[src/hdl/bfcs_pkg.sv]
// Shared package for the bilinear fill/crop scaler.
// Holds widths, codes, controller command/status structs and channel helpers.
// No dependencies.
`default_nettype none

package bfcs_pkg;

    localparam int PIX_W      = 24;
    localparam int COORD_W    = 12;
    localparam int SRC_W      = 9;
    localparam int DST_W      = 13;
    localparam int CROSS_W    = SRC_W + DST_W;
    localparam int CFG_IDX_W  = 3;
    localparam int CFG_DATA_W = 13;
    localparam int DVD_W      = 40;
    localparam int DVS_W      = 13;
    localparam int OFS_W      = 21;
    localparam int MULA_W     = OFS_W + 1;
    localparam int PROD_W     = MULA_W + DVS_W;
    localparam int CRD_W      = SRC_W + 8;
    localparam int WGT_W      = 17;
    localparam int SUM_W      = 25;
    localparam int DST_MAX    = 4096;

    localparam int MAX_WIDTH_DEF  = 256;
    localparam int MAX_HEIGHT_DEF = 256;

    localparam logic [CFG_IDX_W-1:0] CFG_SRC_WIDTH  = 3'd0;
    localparam logic [CFG_IDX_W-1:0] CFG_SRC_HEIGHT = 3'd1;
    localparam logic [CFG_IDX_W-1:0] CFG_DST_WIDTH  = 3'd2;
    localparam logic [CFG_IDX_W-1:0] CFG_DST_HEIGHT = 3'd3;
    localparam logic [CFG_IDX_W-1:0] CFG_PIX_FMT    = 3'd4;

    localparam logic OP_STORE   = 1'b0;
    localparam logic OP_REQUEST = 1'b1;

    localparam logic FMT_RGB888 = 1'b0;
    localparam logic FMT_RGB565 = 1'b1;

    localparam logic [1:0] CH_RED   = 2'd0;
    localparam logic [1:0] CH_GREEN = 2'd1;
    localparam logic [1:0] CH_BLUE  = 2'd2;

    typedef struct packed {
        logic       accept;
        logic       prep;
        logic       sel;
        logic       chs;
        logic       mul;
        logic       div_start;
        logic       div_take;
        logic       ofs;
        logic       crd;
        logic       rd_issue;
        logic       rd_take;
        logic       wgt;
        logic       chan;
        logic       cpy_issue;
        logic       cpy_take;
        logic       out_load;
        logic [1:0] cnt;
    } cmd_t;

    typedef struct packed {
        logic eq_sizes;
        logic div_busy;
        logic out_busy;
    } stat_t;

    function automatic logic [4:0] chan_shift(input logic fmt, input logic [1:0] ch);
        logic [4:0] s;
        case (ch)
            CH_RED:   s = (fmt == FMT_RGB565) ? 5'd11 : 5'd16;
            CH_GREEN: s = (fmt == FMT_RGB565) ? 5'd5 : 5'd8;
            default:  s = 5'd0;
        endcase
        return s;
    endfunction

    function automatic logic [7:0] chan_max(input logic fmt, input logic [1:0] ch);
        logic [7:0] m;
        if (fmt == FMT_RGB888)
            m = 8'hFF;
        else if (ch == CH_GREEN)
            m = 8'h3F;
        else
            m = 8'h1F;
        return m;
    endfunction

    function automatic logic [7:0] chan_get(input logic [PIX_W-1:0] pix, input logic fmt,
                                            input logic [1:0] ch);
        logic [PIX_W-1:0] s;
        s = pix >> chan_shift(fmt, ch);
        return s[7:0] & chan_max(fmt, ch);
    endfunction

endpackage

`default_nettype wire

[src/hdl/bfcs_dpath.sv]
// Datapath: configuration registers, crop/coordinate arithmetic, interpolation, output register.
// Depends on bfcs_pkg; driven by bfcs_ctrl, uses bfcs_div and bfcs_store through the top level.
`default_nettype none

module bfcs_dpath
    import bfcs_pkg::*;
#(
    parameter int MAX_WIDTH  = MAX_WIDTH_DEF,
    parameter int MAX_HEIGHT = MAX_HEIGHT_DEF,
    parameter int AW         = $clog2(MAX_WIDTH * MAX_HEIGHT)
)
(
    input  wire logic                  clk,
    input  wire logic                  rst_n,
    input  wire cmd_t                  cmd,
    output stat_t                      stat,
    input  wire logic                  cfg_wr,
    input  wire logic [CFG_IDX_W-1:0]  cfg_index,
    input  wire logic [CFG_DATA_W-1:0] cfg_data,
    input  wire logic                  op,
    input  wire logic [COORD_W-1:0]    col,
    input  wire logic [COORD_W-1:0]    row,
    input  wire logic [PIX_W-1:0]      pixel_in,
    input  wire logic                  out_stall,
    output logic                       out_valid,
    output logic [PIX_W-1:0]           pixel_out,
    output logic                       div_start,
    output logic [DVD_W-1:0]           div_dividend,
    output logic [DVS_W-1:0]           div_divisor,
    input  wire logic                  div_busy,
    input  wire logic [DVD_W-1:0]      div_quotient,
    output logic                       mem_we,
    output logic                       mem_re,
    output logic [AW-1:0]              mem_addr,
    output logic [PIX_W-1:0]           mem_wdata,
    input  wire logic [PIX_W-1:0]      mem_rdata
);

    function automatic logic [AW-1:0] addr_of(input logic [COORD_W-1:0] x,
                                             input logic [COORD_W-1:0] y);
        return AW'(32'(y) * MAX_WIDTH + 32'(x));
    endfunction

    logic [SRC_W-1:0]   src_width_reg, src_height_reg;
    logic [DST_W-1:0]   dst_width_reg, dst_height_reg;
    logic               fmt_reg;
    logic               out_valid_reg, out_valid_next;

    logic [COORD_W-1:0] col_reg, row_reg;
    logic [SRC_W-1:0]   sw_reg, sh_reg, den_reg;
    logic [DST_W-1:0]   dw_reg, dh_reg, num_reg;
    logic [CROSS_W-1:0] xa_reg, xb_reg;
    logic               eq_reg;
    logic [OFS_W-1:0]   scw_reg, sch_reg, ox_reg, oy_reg;
    logic [PROD_W-1:0]  prod_reg;
    logic [CRD_W-1:0]   sx_reg, sy_reg;
    logic [SRC_W-1:0]   x0_reg, x1_reg, y0_reg, y1_reg;
    logic [7:0]         fx_reg, fy_reg;
    logic [PIX_W-1:0]   p_reg [4];
    logic [WGT_W-1:0]   w00_reg, w10_reg, w01_reg, w11_reg;
    logic [PIX_W-1:0]   res_reg, res_next;
    logic [PIX_W-1:0]   pix_out_reg;

    logic [SRC_W-1:0]   sw_next, sh_next;
    logic [DST_W-1:0]   dw_next, dh_next;
    logic [MULA_W-1:0]  mul_a;
    logic [DVS_W-1:0]   mul_b;
    logic [CRD_W-1:0]   lim_x, lim_y;
    logic [SRC_W-1:0]   x0_next, y0_next, x1_next, y1_next;
    logic [SRC_W-1:0]   cx, cy;
    logic [AW-1:0]      rd_addr;
    logic [8:0]         wx0, wy0;
    logic [7:0]         ca, cb, cd, ce, cmax;
    logic [SUM_W-1:0]   sum, rounded;
    logic [8:0]         v;
    logic [7:0]         vs;
    logic               store_hit;

    always_ff @(posedge clk or negedge rst_n)
    begin
        if (!rst_n)
        begin
            src_width_reg  <= SRC_W'(256);
            src_height_reg <= SRC_W'(256);
            dst_width_reg  <= DST_W'(256);
            dst_height_reg <= DST_W'(256);
            fmt_reg        <= FMT_RGB888;
        end
        else if (cfg_wr)
        begin
            case (cfg_index)
                CFG_SRC_WIDTH:  src_width_reg  <= cfg_data[SRC_W-1:0];
                CFG_SRC_HEIGHT: src_height_reg <= cfg_data[SRC_W-1:0];
                CFG_DST_WIDTH:  dst_width_reg  <= cfg_data[DST_W-1:0];
                CFG_DST_HEIGHT: dst_height_reg <= cfg_data[DST_W-1:0];
                CFG_PIX_FMT:    fmt_reg        <= cfg_data[0];
                default:        ;
            endcase
        end
    end

    always_comb
    begin
        if (src_width_reg == '0)
            sw_next = SRC_W'(1);
        else if (DST_W'(src_width_reg) > DST_W'(MAX_WIDTH))
            sw_next = SRC_W'(MAX_WIDTH);
        else
            sw_next = src_width_reg;
        if (src_height_reg == '0)
            sh_next = SRC_W'(1);
        else if (DST_W'(src_height_reg) > DST_W'(MAX_HEIGHT))
            sh_next = SRC_W'(MAX_HEIGHT);
        else
            sh_next = src_height_reg;
        if (dst_width_reg == '0)
            dw_next = DST_W'(1);
        else if (dst_width_reg > DST_W'(DST_MAX))
            dw_next = DST_W'(DST_MAX);
        else
            dw_next = dst_width_reg;
        if (dst_height_reg == '0)
            dh_next = DST_W'(1);
        else if (dst_height_reg > DST_W'(DST_MAX))
            dh_next = DST_W'(DST_MAX);
        else
            dh_next = dst_height_reg;
    end

    always_comb
    begin
        case (cmd.cnt)
            2'd0:    mul_a = MULA_W'(sw_reg);
            2'd1:    mul_a = MULA_W'(sh_reg);
            2'd2:    mul_a = MULA_W'(col_reg) + MULA_W'(ox_reg);
            default: mul_a = MULA_W'(row_reg) + MULA_W'(oy_reg);
        endcase
        mul_b        = cmd.cnt[1] ? DVS_W'(den_reg) : num_reg;
        div_dividend = cmd.cnt[1] ? DVD_W'({prod_reg, 8'h00}) : DVD_W'(prod_reg);
        div_divisor  = cmd.cnt[1] ? num_reg : DVS_W'(den_reg);
        div_start    = cmd.div_start;
    end

    always_comb
    begin
        lim_x   = (sw_reg >= SRC_W'(2)) ? CRD_W'({sw_reg - SRC_W'(1), 8'h00}) - CRD_W'(1) : '0;
        lim_y   = (sh_reg >= SRC_W'(2)) ? CRD_W'({sh_reg - SRC_W'(1), 8'h00}) - CRD_W'(1) : '0;
        x0_next = sx_reg[CRD_W-1:8];
        y0_next = sy_reg[CRD_W-1:8];
        x1_next = ({1'b0, x0_next} + 10'd1 < {1'b0, sw_reg}) ? x0_next + SRC_W'(1)
                                                             : sw_reg - SRC_W'(1);
        y1_next = ({1'b0, y0_next} + 10'd1 < {1'b0, sh_reg}) ? y0_next + SRC_W'(1)
                                                             : sh_reg - SRC_W'(1);
        cx      = (col_reg < COORD_W'(sw_reg)) ? col_reg[SRC_W-1:0] : sw_reg - SRC_W'(1);
        cy      = (row_reg < COORD_W'(sh_reg)) ? row_reg[SRC_W-1:0] : sh_reg - SRC_W'(1);
    end

    always_comb
    begin
        case (cmd.cnt)
            2'd0:    rd_addr = addr_of(COORD_W'(x0_reg), COORD_W'(y0_reg));
            2'd1:    rd_addr = addr_of(COORD_W'(x1_reg), COORD_W'(y0_reg));
            2'd2:    rd_addr = addr_of(COORD_W'(x0_reg), COORD_W'(y1_reg));
            default: rd_addr = addr_of(COORD_W'(x1_reg), COORD_W'(y1_reg));
        endcase
        store_hit = (32'(col) < MAX_WIDTH) && (32'(row) < MAX_HEIGHT);
        mem_we    = cmd.accept && (op == OP_STORE) && store_hit;
        mem_re    = cmd.rd_issue || cmd.cpy_issue;
        mem_wdata = pixel_in;
        if (cmd.accept)
            mem_addr = addr_of(col, row);
        else if (cmd.cpy_issue)
            mem_addr = addr_of(COORD_W'(cx), COORD_W'(cy));
        else
            mem_addr = rd_addr;
    end

    always_comb
    begin
        wx0      = 9'd256 - 9'(fx_reg);
        wy0      = 9'd256 - 9'(fy_reg);
        ca       = chan_get(p_reg[0], fmt_reg, cmd.cnt);
        cb       = chan_get(p_reg[1], fmt_reg, cmd.cnt);
        cd       = chan_get(p_reg[2], fmt_reg, cmd.cnt);
        ce       = chan_get(p_reg[3], fmt_reg, cmd.cnt);
        cmax     = chan_max(fmt_reg, cmd.cnt);
        sum      = SUM_W'(w00_reg) * SUM_W'(ca) + SUM_W'(w10_reg) * SUM_W'(cb)
                 + SUM_W'(w01_reg) * SUM_W'(cd) + SUM_W'(w11_reg) * SUM_W'(ce);
        rounded  = sum + SUM_W'(32768);
        v        = rounded[SUM_W-1:16];
        vs       = (v > {1'b0, cmax}) ? cmax : v[7:0];
        res_next = res_reg | (PIX_W'(vs) << chan_shift(fmt_reg, cmd.cnt));
    end

    always_ff @(posedge clk)
    begin
        if (cmd.accept)
        begin
            col_reg <= col;
            row_reg <= row;
        end
        if (cmd.prep)
        begin
            sw_reg <= sw_next;
            sh_reg <= sh_next;
            dw_reg <= dw_next;
            dh_reg <= dh_next;
        end
        if (cmd.sel)
        begin
            xa_reg <= CROSS_W'(dw_reg) * CROSS_W'(sh_reg);
            xb_reg <= CROSS_W'(dh_reg) * CROSS_W'(sw_reg);
            eq_reg <= (DST_W'(sw_reg) == dw_reg) && (DST_W'(sh_reg) == dh_reg);
        end
        if (cmd.chs)
        begin
            num_reg <= (xa_reg > xb_reg) ? dw_reg : dh_reg;
            den_reg <= (xa_reg > xb_reg) ? sw_reg : sh_reg;
        end
        if (cmd.mul)
            prod_reg <= PROD_W'(mul_a) * PROD_W'(mul_b);
        if (cmd.div_take)
        begin
            case (cmd.cnt)
                2'd0: scw_reg <= div_quotient[OFS_W-1:0];
                2'd1: sch_reg <= div_quotient[OFS_W-1:0];
                2'd2: sx_reg  <= (div_quotient > DVD_W'(lim_x)) ? lim_x
                                                                : div_quotient[CRD_W-1:0];
                default: sy_reg <= (div_quotient > DVD_W'(lim_y)) ? lim_y
                                                                  : div_quotient[CRD_W-1:0];
            endcase
        end
        if (cmd.ofs)
        begin
            ox_reg <= (scw_reg > OFS_W'(dw_reg)) ? (scw_reg - OFS_W'(dw_reg)) >> 1 : '0;
            oy_reg <= (sch_reg > OFS_W'(dh_reg)) ? (sch_reg - OFS_W'(dh_reg)) >> 1 : '0;
        end
        if (cmd.crd)
        begin
            x0_reg <= x0_next;
            y0_reg <= y0_next;
            x1_reg <= x1_next;
            y1_reg <= y1_next;
            fx_reg <= sx_reg[7:0];
            fy_reg <= sy_reg[7:0];
        end
        if (cmd.rd_take)
            p_reg[cmd.cnt] <= mem_rdata;
        if (cmd.wgt)
        begin
            w00_reg <= WGT_W'(wx0) * WGT_W'(wy0);
            w10_reg <= WGT_W'(fx_reg) * WGT_W'(wy0);
            w01_reg <= WGT_W'(wx0) * WGT_W'(fy_reg);
            w11_reg <= WGT_W'(fx_reg) * WGT_W'(fy_reg);
            res_reg <= '0;
        end
        else if (cmd.chan)
            res_reg <= res_next;
        else if (cmd.cpy_take)
            res_reg <= (fmt_reg == FMT_RGB565) ? {8'h00, mem_rdata[15:0]} : mem_rdata;
        if (cmd.out_load)
            pix_out_reg <= res_reg;
    end

    always_comb
    begin
        if (cmd.out_load)
            out_valid_next = 1'b1;
        else if (out_valid_reg && !out_stall)
            out_valid_next = 1'b0;
        else
            out_valid_next = out_valid_reg;
    end

    always_ff @(posedge clk or negedge rst_n)
    begin
        if (!rst_n)
            out_valid_reg <= 1'b0;
        else
            out_valid_reg <= out_valid_next;
    end

    assign stat.eq_sizes = eq_reg;
    assign stat.div_busy = div_busy;
    assign stat.out_busy = out_valid_reg && out_stall;
    assign out_valid     = out_valid_reg;
    assign pixel_out     = pix_out_reg;

endmodule

`default_nettype wire

[config.mk]
export PLATFORM = sky130hd
export DESIGN_NAME = bfcs_dpath
export DESIGN_NICKNAME = d
export VERILOG_FILES = /design/src/hdl/bfcs_pkg.sv /design/src/hdl/bfcs_dpath.sv
export SDC_FILE = /design/constraint.sdc
export NUM_CORES = 2
export LEC_CHECK = 0
export BUFFER_PORTS_ARGS = -buffer_cell sky130_fd_sc_hd__buf_2
export CORE_UTILIZATION = 43
export CTS_CLUSTER_DIAMETER = 120
export DETAILED_ROUTE_END_ITERATION = 6
export GPL_ROUTABILITY_DRIVEN = 0
export HOLD_SLACK_MARGIN = 0.12
export PLACE_DENSITY = 0.58
export SLEW_MARGIN = 40
export SYNTH_ARGS = -nofsm -noshare
export SYNTH_HDL_FRONTEND = slang
export SYNTH_SLANG_ARGS = --single-unit
export TNS_END_PERCENT = 20
[constraint.sdc]
create_clock -name clk -period 22 [get_ports clk]
set_input_delay 6.6 -clock clk [delete_from_list [all_inputs] [get_ports clk]]
set_output_delay 6.6 -clock clk [all_outputs]
set_load 0.05 [all_outputs]
# Yosys cells after proc, flatten, opt, wreduce, memory -nomap -nowiden
# Memory sizes are Yosys's and may differ from the RTL's.
# Index checks and enable logic that the tools add are counted.
[totals]
ff_bits = 499
mem_bits_rw = 96
in_bits = 152
output_inout_bits = 124
memories = 1
[memory_table]
columns = ["name", "depth", "word_bits", "read_ports", "rd_ports_with_merged_regs", "wr", "line", "source"]
rows = [
  ["p_reg", 4, 24, 4, 0, 1, "bfcs_dpath.sv:59", "logic [PIX_W-1:0] p_reg [4];"],
]
[classes]
add_sub_neg = 24
multipliers = 11
magnitude_cmp = 18
eq_ne = 8
shift = 5
mux = 34
bitwise = 7
reduce_logical = 30
[ops]
columns = ["cell", "count"]
rows = [
  ["$shr 24x5->8", 4],
  ["$add 16x9->16", 5],
  ["$gt 40x17->1", 2],
  ["$mul 17x8->25", 3],
  ["$mux 24", 3],
  ["$mux 17", 4],
  ["$pmux 22 s3", 1],
  ["$mux 13", 5],
  ["$add 25x25->25", 2],
  ["$pmux 16 s3", 1],
  ["$mux 9", 5],
  ["$add 12x21->22", 2],
  ["$mul 13x9->22", 2],
  ["$gt 21x13->1", 2],
  ["$sub 21x13->21", 2],
  ["$mux 40", 1],
  ["$mul 22x13->35", 1],
  ["$sub 17x1->17 const B", 2],
  ["$and 8x8->8", 4],
  ["$mux 16", 2],
  ["$mux 8", 4],
  ["$eq 9x13->1", 2],
  ["$gt 13x13->1 const B", 2],
  ["$logic_not 13->1", 2],
  ["other kinds (43)", 74],
]

# Logic depth before layout (Yosys ltp)
[logic_depth]
word_depth = 14
mapped_depth = 40
ltp_nobuf = 36

# Worst setup path after synthesis
# Ideal clock, no wire load.
[synth_timing]
kind = "input-to-reg"
from = "input cmd[0] (netlist name)"
to = "register res_reg[16]"
t_arrival_ns = 16.311
slack_ns = 5.557
stages = 39
path_buffers = 5
cell_sequence = "buf_2 buf_1 buf_1 mux2i_1 nor2_1 a21oi_1 nor2_1 clkbuf_1 nand2_1 fa_1 inv_1 fa_1 inv_1 fa_1 inv_1 fa_1 fa_1 fa_1 [3 not listed] inv_1 ha_1 nand3_1 o221ai_1 o221a_2 nand4b_1 nand3_1 a21boi_0 o21a_1 nor2_1 ha_1 a21o_1 a21oi_1 nor4b_1 buf_2 nand2_1 a221oi_1 a21oi_1"
[synth_via]
elab_chain_len = 14
word_cells_on_any_way = 26
classes_between = "4 x add/sub; 4 x mul; 1 x order compare; 1 x eq/ne; 5 x shift; 5 x mux; 5 x bitwise; 1 x reduce/logical"
[synth_rtl]
columns = ["item", "line", "source"]
rows = [
  ["start, declared", "bfcs_dpath.sv:15", "input wire cmd_t cmd,"],
  ["$eq 2x1->1 / $logic_not 2->1 (equally long branches)", "bfcs_pkg.sv:72, bfcs_pkg.sv:84", ""],
  ["$pmux 5 s2 / $mux 6 (equally long branches)", "bfcs_pkg.sv:72, bfcs_pkg.sv:84", ""],
  ["$shr 24x5->8 / $mux 8 (equally long branches)", "bfcs_pkg.sv:94, bfcs_pkg.sv:82", ""],
  ["$and 8x8->8", "bfcs_pkg.sv:95", "return s[7:0] & chan_max(fmt, ch);"],
  ["$mul 17x8->25", "bfcs_dpath.sv:187", "sum = SUM_W'(w00_reg) * SUM_W'(ca) + SUM_W'(w10_reg) * SUM_W'(cb)"],
  ["$add 25x25->25", "bfcs_dpath.sv:187", ""],
  ["$add 25x25->25", "bfcs_dpath.sv:188", "+ SUM_W'(w01_reg) * SUM_W'(cd) + SUM_W'(w11_reg) * SUM_W'(ce);"],
  ["$add 25x24->25", "bfcs_dpath.sv:188", ""],
  ["$add 25x16->25", "bfcs_dpath.sv:189", "rounded = sum + SUM_W'(32768);"],
  ["$gt 9x8->1", "bfcs_dpath.sv:191", "vs = (v > {1'b0, cmax}) ? cmax : v[7:0];"],
  ["$mux 8", "bfcs_dpath.sv:191", ""],
  ["$shl 8x5->24 *", "bfcs_dpath.sv:192", "res_next = res_reg | (PIX_W'(vs) << chan_shift(fmt_reg, cmd.cnt));"],
  ["$or 24x24->24 *", "bfcs_dpath.sv:192", ""],
  ["$mux 24 *", "bfcs_dpath.sv:257", "else if (cmd.chan)"],
  ["end signal, assigned", "bfcs_dpath.sv:258", "res_reg <= res_next;"],
  ["end signal, assigned", "bfcs_dpath.sv:260", "res_reg <= (fmt_reg == FMT_RGB565) ? {8'h00, mem_rdata[15:0]} : mem_rdata;"],
  ["end, declared", "bfcs_dpath.sv:61", "logic [PIX_W-1:0] res_reg, res_next;"],
]
# Mark *: on every way between the ends. The rest lies on a longest branch, timed or not.
# A chain may end at the register's enable or synchronous reset.

# Worst setup path in the final report
[layout_timing]
from = "input cmd[0] (netlist name)"
to = "output mem_addr[15]"
[layout_via]
elab_chain_len = 4
word_cells_on_any_way = 6
classes_between = "2 x eq/ne; 3 x mux; 1 x reduce/logical"
[layout_rtl]
columns = ["item", "line", "source"]
rows = [
  ["$eq 2x2->1, or another cell as far along", "bfcs_dpath.sv:160", "case (cmd.cnt)"],
  ["$pmux 16 s3 *", "bfcs_dpath.sv:160", ""],
  ["$mux 16 *", "bfcs_dpath.sv:172", "else if (cmd.cpy_issue)"],
  ["$mux 16 *", "bfcs_dpath.sv:170", "if (cmd.accept)"],
  ["end, declared", "bfcs_dpath.sv:34", "output logic [AW-1:0] mem_addr,"],
]
# Marked as above.

==> Implementation_results.wiki <==
{| class="wikitable"
! Metric !! Value
|-
| Status || completed
|-
| HPWL reported at the end of detailed placement || about 160000 um
|-
| Number of flip-flops under the largest register name || 96
|-
| Horizontal die dimension || 409 um
|-
| Final critical-path setup slack || 3990 ps
|-
| Launching element of the worst setup path || cmd[0]
|-
| Post-CTS clock slew at the launch and capture registers of the worst setup and hold paths || about 60 ps
|-
| Xor/xnor share of the synthesized area || 3.06%
|-
| Total I/O pin count || between 200 and 300
|-
| Number of enable flip-flop cells after synthesis || 520
|-
| Final number of max-transition violations || 0
|-
| Pin count of the biggest net entering global routing || 65
|-
| Routed length per instance || 21.1 um
|-
| Final critical-path required period || approximately 18000 ps
|-
| Setup slack after placement || 3880 ps
|-
| Netlist area before placement || 71300 um^2
|-
| Nature of the critical path startpoint || input pin
|-
| Antenna violations before repair || 32
|-
| Number of storage elements in the synthesis netlist || 590
|-
| Final core utilization || 47.0%
|-
| Sinks on Clock Net || 590
|-
| Setup Total Neg Slack || 0 ps
|-
| Largest family of logic cells by synthesized area || adder cells
|-
| Number of routed nets with antenna violations || 0
|-
| Proportion of layout cells with a drive suffix above 1 || ~8.7%
|-
| RSZ-0062 raised after global routing || no
|-
| Full die area || 168000 um^2
|-
| Synth warnings || 0
|-
| MaxCap Viol Count || 0
|-
| Avg Inst Size Synth || between 9 and 10 um^2
|-
| Via count of the routed design || a little over 50000
|-
| Seq/Total Area, Yosys || roughly 24%
|-
| Worst endpoint required time || 15400 ps
|-
| Area share of fa/ha/maj cells after synthesis || 39.5%
|-
| Std cell rows || 149
|-
| Post-synthesis compound-gate area fraction || around 5.7%
|-
| Detailed-route wire length || roughly 200000 um
|-
| Category of the most critical setup path || in -> out
|-
| Largest fanout of any net on the critical path || 48
|-
| DRC violations left || 0
|-
| Top_reg_cell synth || edfxtp_1
|-
| Largest buffer count on any clock path || 3
|-
| HP Class || reg -> reg
|-
| Worst slew pin tran || 1010 ps
|-
| Die outline height || 409 um
|-
| Core area || 165000 um^2
|-
| Area added between synthesis and finish || 8.64%
|-
| Clock network latency to the later pin of the worst-skew pair || 710 ps
|-
| # H-tree levels || 3
|-
| PortBufs || between 200 and 250
|-
| Startpoint of the tightest hold check path || sy_reg[7]$_DFFE_PP_
|-
| Share of synthesized cell area in and, or, nand and nor gates || approximately 14%
|-
| Iteration-0 DRC count of the detailed router || 4574
|-
| Hold Fails Final Rpt || 0
|-
| Commonest non-fill, non-tap cell in the layout || inv_1
|-
| Number of distinct standard cells referenced by the synthesized netlist || 85
|-
| First-pass DRT Iterations || 6
|-
| Count of nets after finishing || 9109
|-
| Count of mapped cells out of synthesis || 7172
|-
| Vias in the first global route || 52100
|-
| Buffer cell driving the clock tree root || clkbuf_16
|-
| Post-CTS Setup Repair Bufs || 0
|-
| Beginning of the worst register-to-register path || fmt_reg$_DFFE_PN0P_
|-
| TritonCTS clock tree || built
|-
| Most frequent cells in the layout || 1400 x inv_1, 1020 x fa_1, 867 x nand2_1
|-
| Arrival time at the worst endpoint || about 11000 ps
|-
| Total of hold buffers inserted after clock tree synthesis || 0
|-
| Global-route wire length before repair || 312000 um
|-
| Max Fclk || around 56 MHz
|-
| Layout Skew || 66.4 ps
|-
| Total global-route track usage || 24.4%
|-
| Worst slew slack as a fraction of its limit || 30.8%
|-
| PostCTS Resize Cnt || 0
|-
| GR Overflow Total || 0
|-
| Initial Utilization || between 40% and 50%
|-
| Cts bufs inserted || 72
|-
| Multi-input gate area in the final layout || roughly 48000 um^2
|-
| Setup crit end kind || output port
|-
| # fillers || 15600
|-
| Final period util || 81.9%
|-
| Synth async-reset ratio || 7.80%
|-
| Flip-flop and latch area || ~17000 um^2
|-
| Fraction of synthesized area in multiplexers || 4.32%
|-
| Via/cell ratio || 5.32
|-
| Count of endpoints failing setup in the final report || 0
|}
==> cells by family after synthesis <==
group,count (synthesis)
compound gates,636
other cells,2
buf+inv,1686
fa+ha+maj,1640
flops,590
simple gates,2111
xor+xnor,248
mux,259
==> cell usage after synthesis (36+ instances only) <==
cell type	n	area (um^2)
nand4_1	41	257
nor2b_1	131	820
xor2_1	85	744
xnor2_1	162	1420
clkbuf_1	209	785
fa_1	1020	20400
nand2b_1	36	225
nor2_1	320	1200
a21oi_1	198	991
and3_1	40	250
nand3_1	83	415
and2_1	404	2530
dfrtp_1	42	1050
nor3_1	68	340
a21o_1	54	405
mux2i_1	106	1060
buf_1	44	165
mux2_2	126	1420
o21a_1	43	323
inv_1	1400	5260
nor4_1	38	238
nand2_1	867	3250
ha_1	620	7760
o21ai_0	128	641
edfxtp_1	520	15600
==> final timing paths <==
kind | endpoint | slack, ps | cells past startpoint
max reg2reg | res_reg[4]$_SDFFE_PP0P_ | 10290 | 34
min in group asynchronous | src_width_reg[6]$_DFFE_PN0P_ | 6050 | 2
max in group asynchronous | fmt_reg$_DFFE_PN0P_ | 15440 | 2
min reg2reg | fy_reg[7]$_DFFE_PP_ | 400 | 0
min | fy_reg[7]$_DFFE_PP_ | 400 | 0
max | mem_addr[15] | 3990 | 15
==> metrics by stage <==
stage,area [um^2],hold WS (ps),instances
floorplan,71500,400,7219
global placement,74900,402,9430
detailed placement,75000,406,9431
CTS,77400,400,9560
global route,77500,420,9563
finish,77500,396,9568
==> per-layer routing <==
| layer | track usage [%] | share of wire, % | wire length, um |
|---|---|---|---|
| met2 | 37.4 | 44 | 89500 |
| met3 | 4.72 | 8.4 | 16900 |
| met5 | 0 | 0.085 | 171 |
| met4 | 5.37 | 2.1 | 4330 |
| met1 | 35.6 | 45 | 91200 |
==> layout make-up <==
cell class / count / share of cell area (%)
Inverter: 1401 / 6.79
Clock inverter: 44 / 0.654
Antenna cell: 7 / 0.0226
Timing Repair Buffer: 309 / 2.32
Sequential cell: 590 / 22.3
Tap cell: 2189 / 3.53
Clock buffer: 85 / 2.42
Multi-Input combinational cell: 4943 / 62.0
==> worst max-delay path: stages <==
cell and delay, ps:
buf_4 610, buf_4 600, nor2b_1 550, mux2_2 270, ha_1 160, nand2_1 60, o32a_1 200, or2_2 300
nor3_1 210, xor2_1 160, nor2_1 60, a211oi_1 430, nor2_1 80, a22oi_1 610, buf_2 390
Power is left out: the tool's default activity adds up to more than one toggle a clock period on the data nets, which glitch-free logic cannot reach.
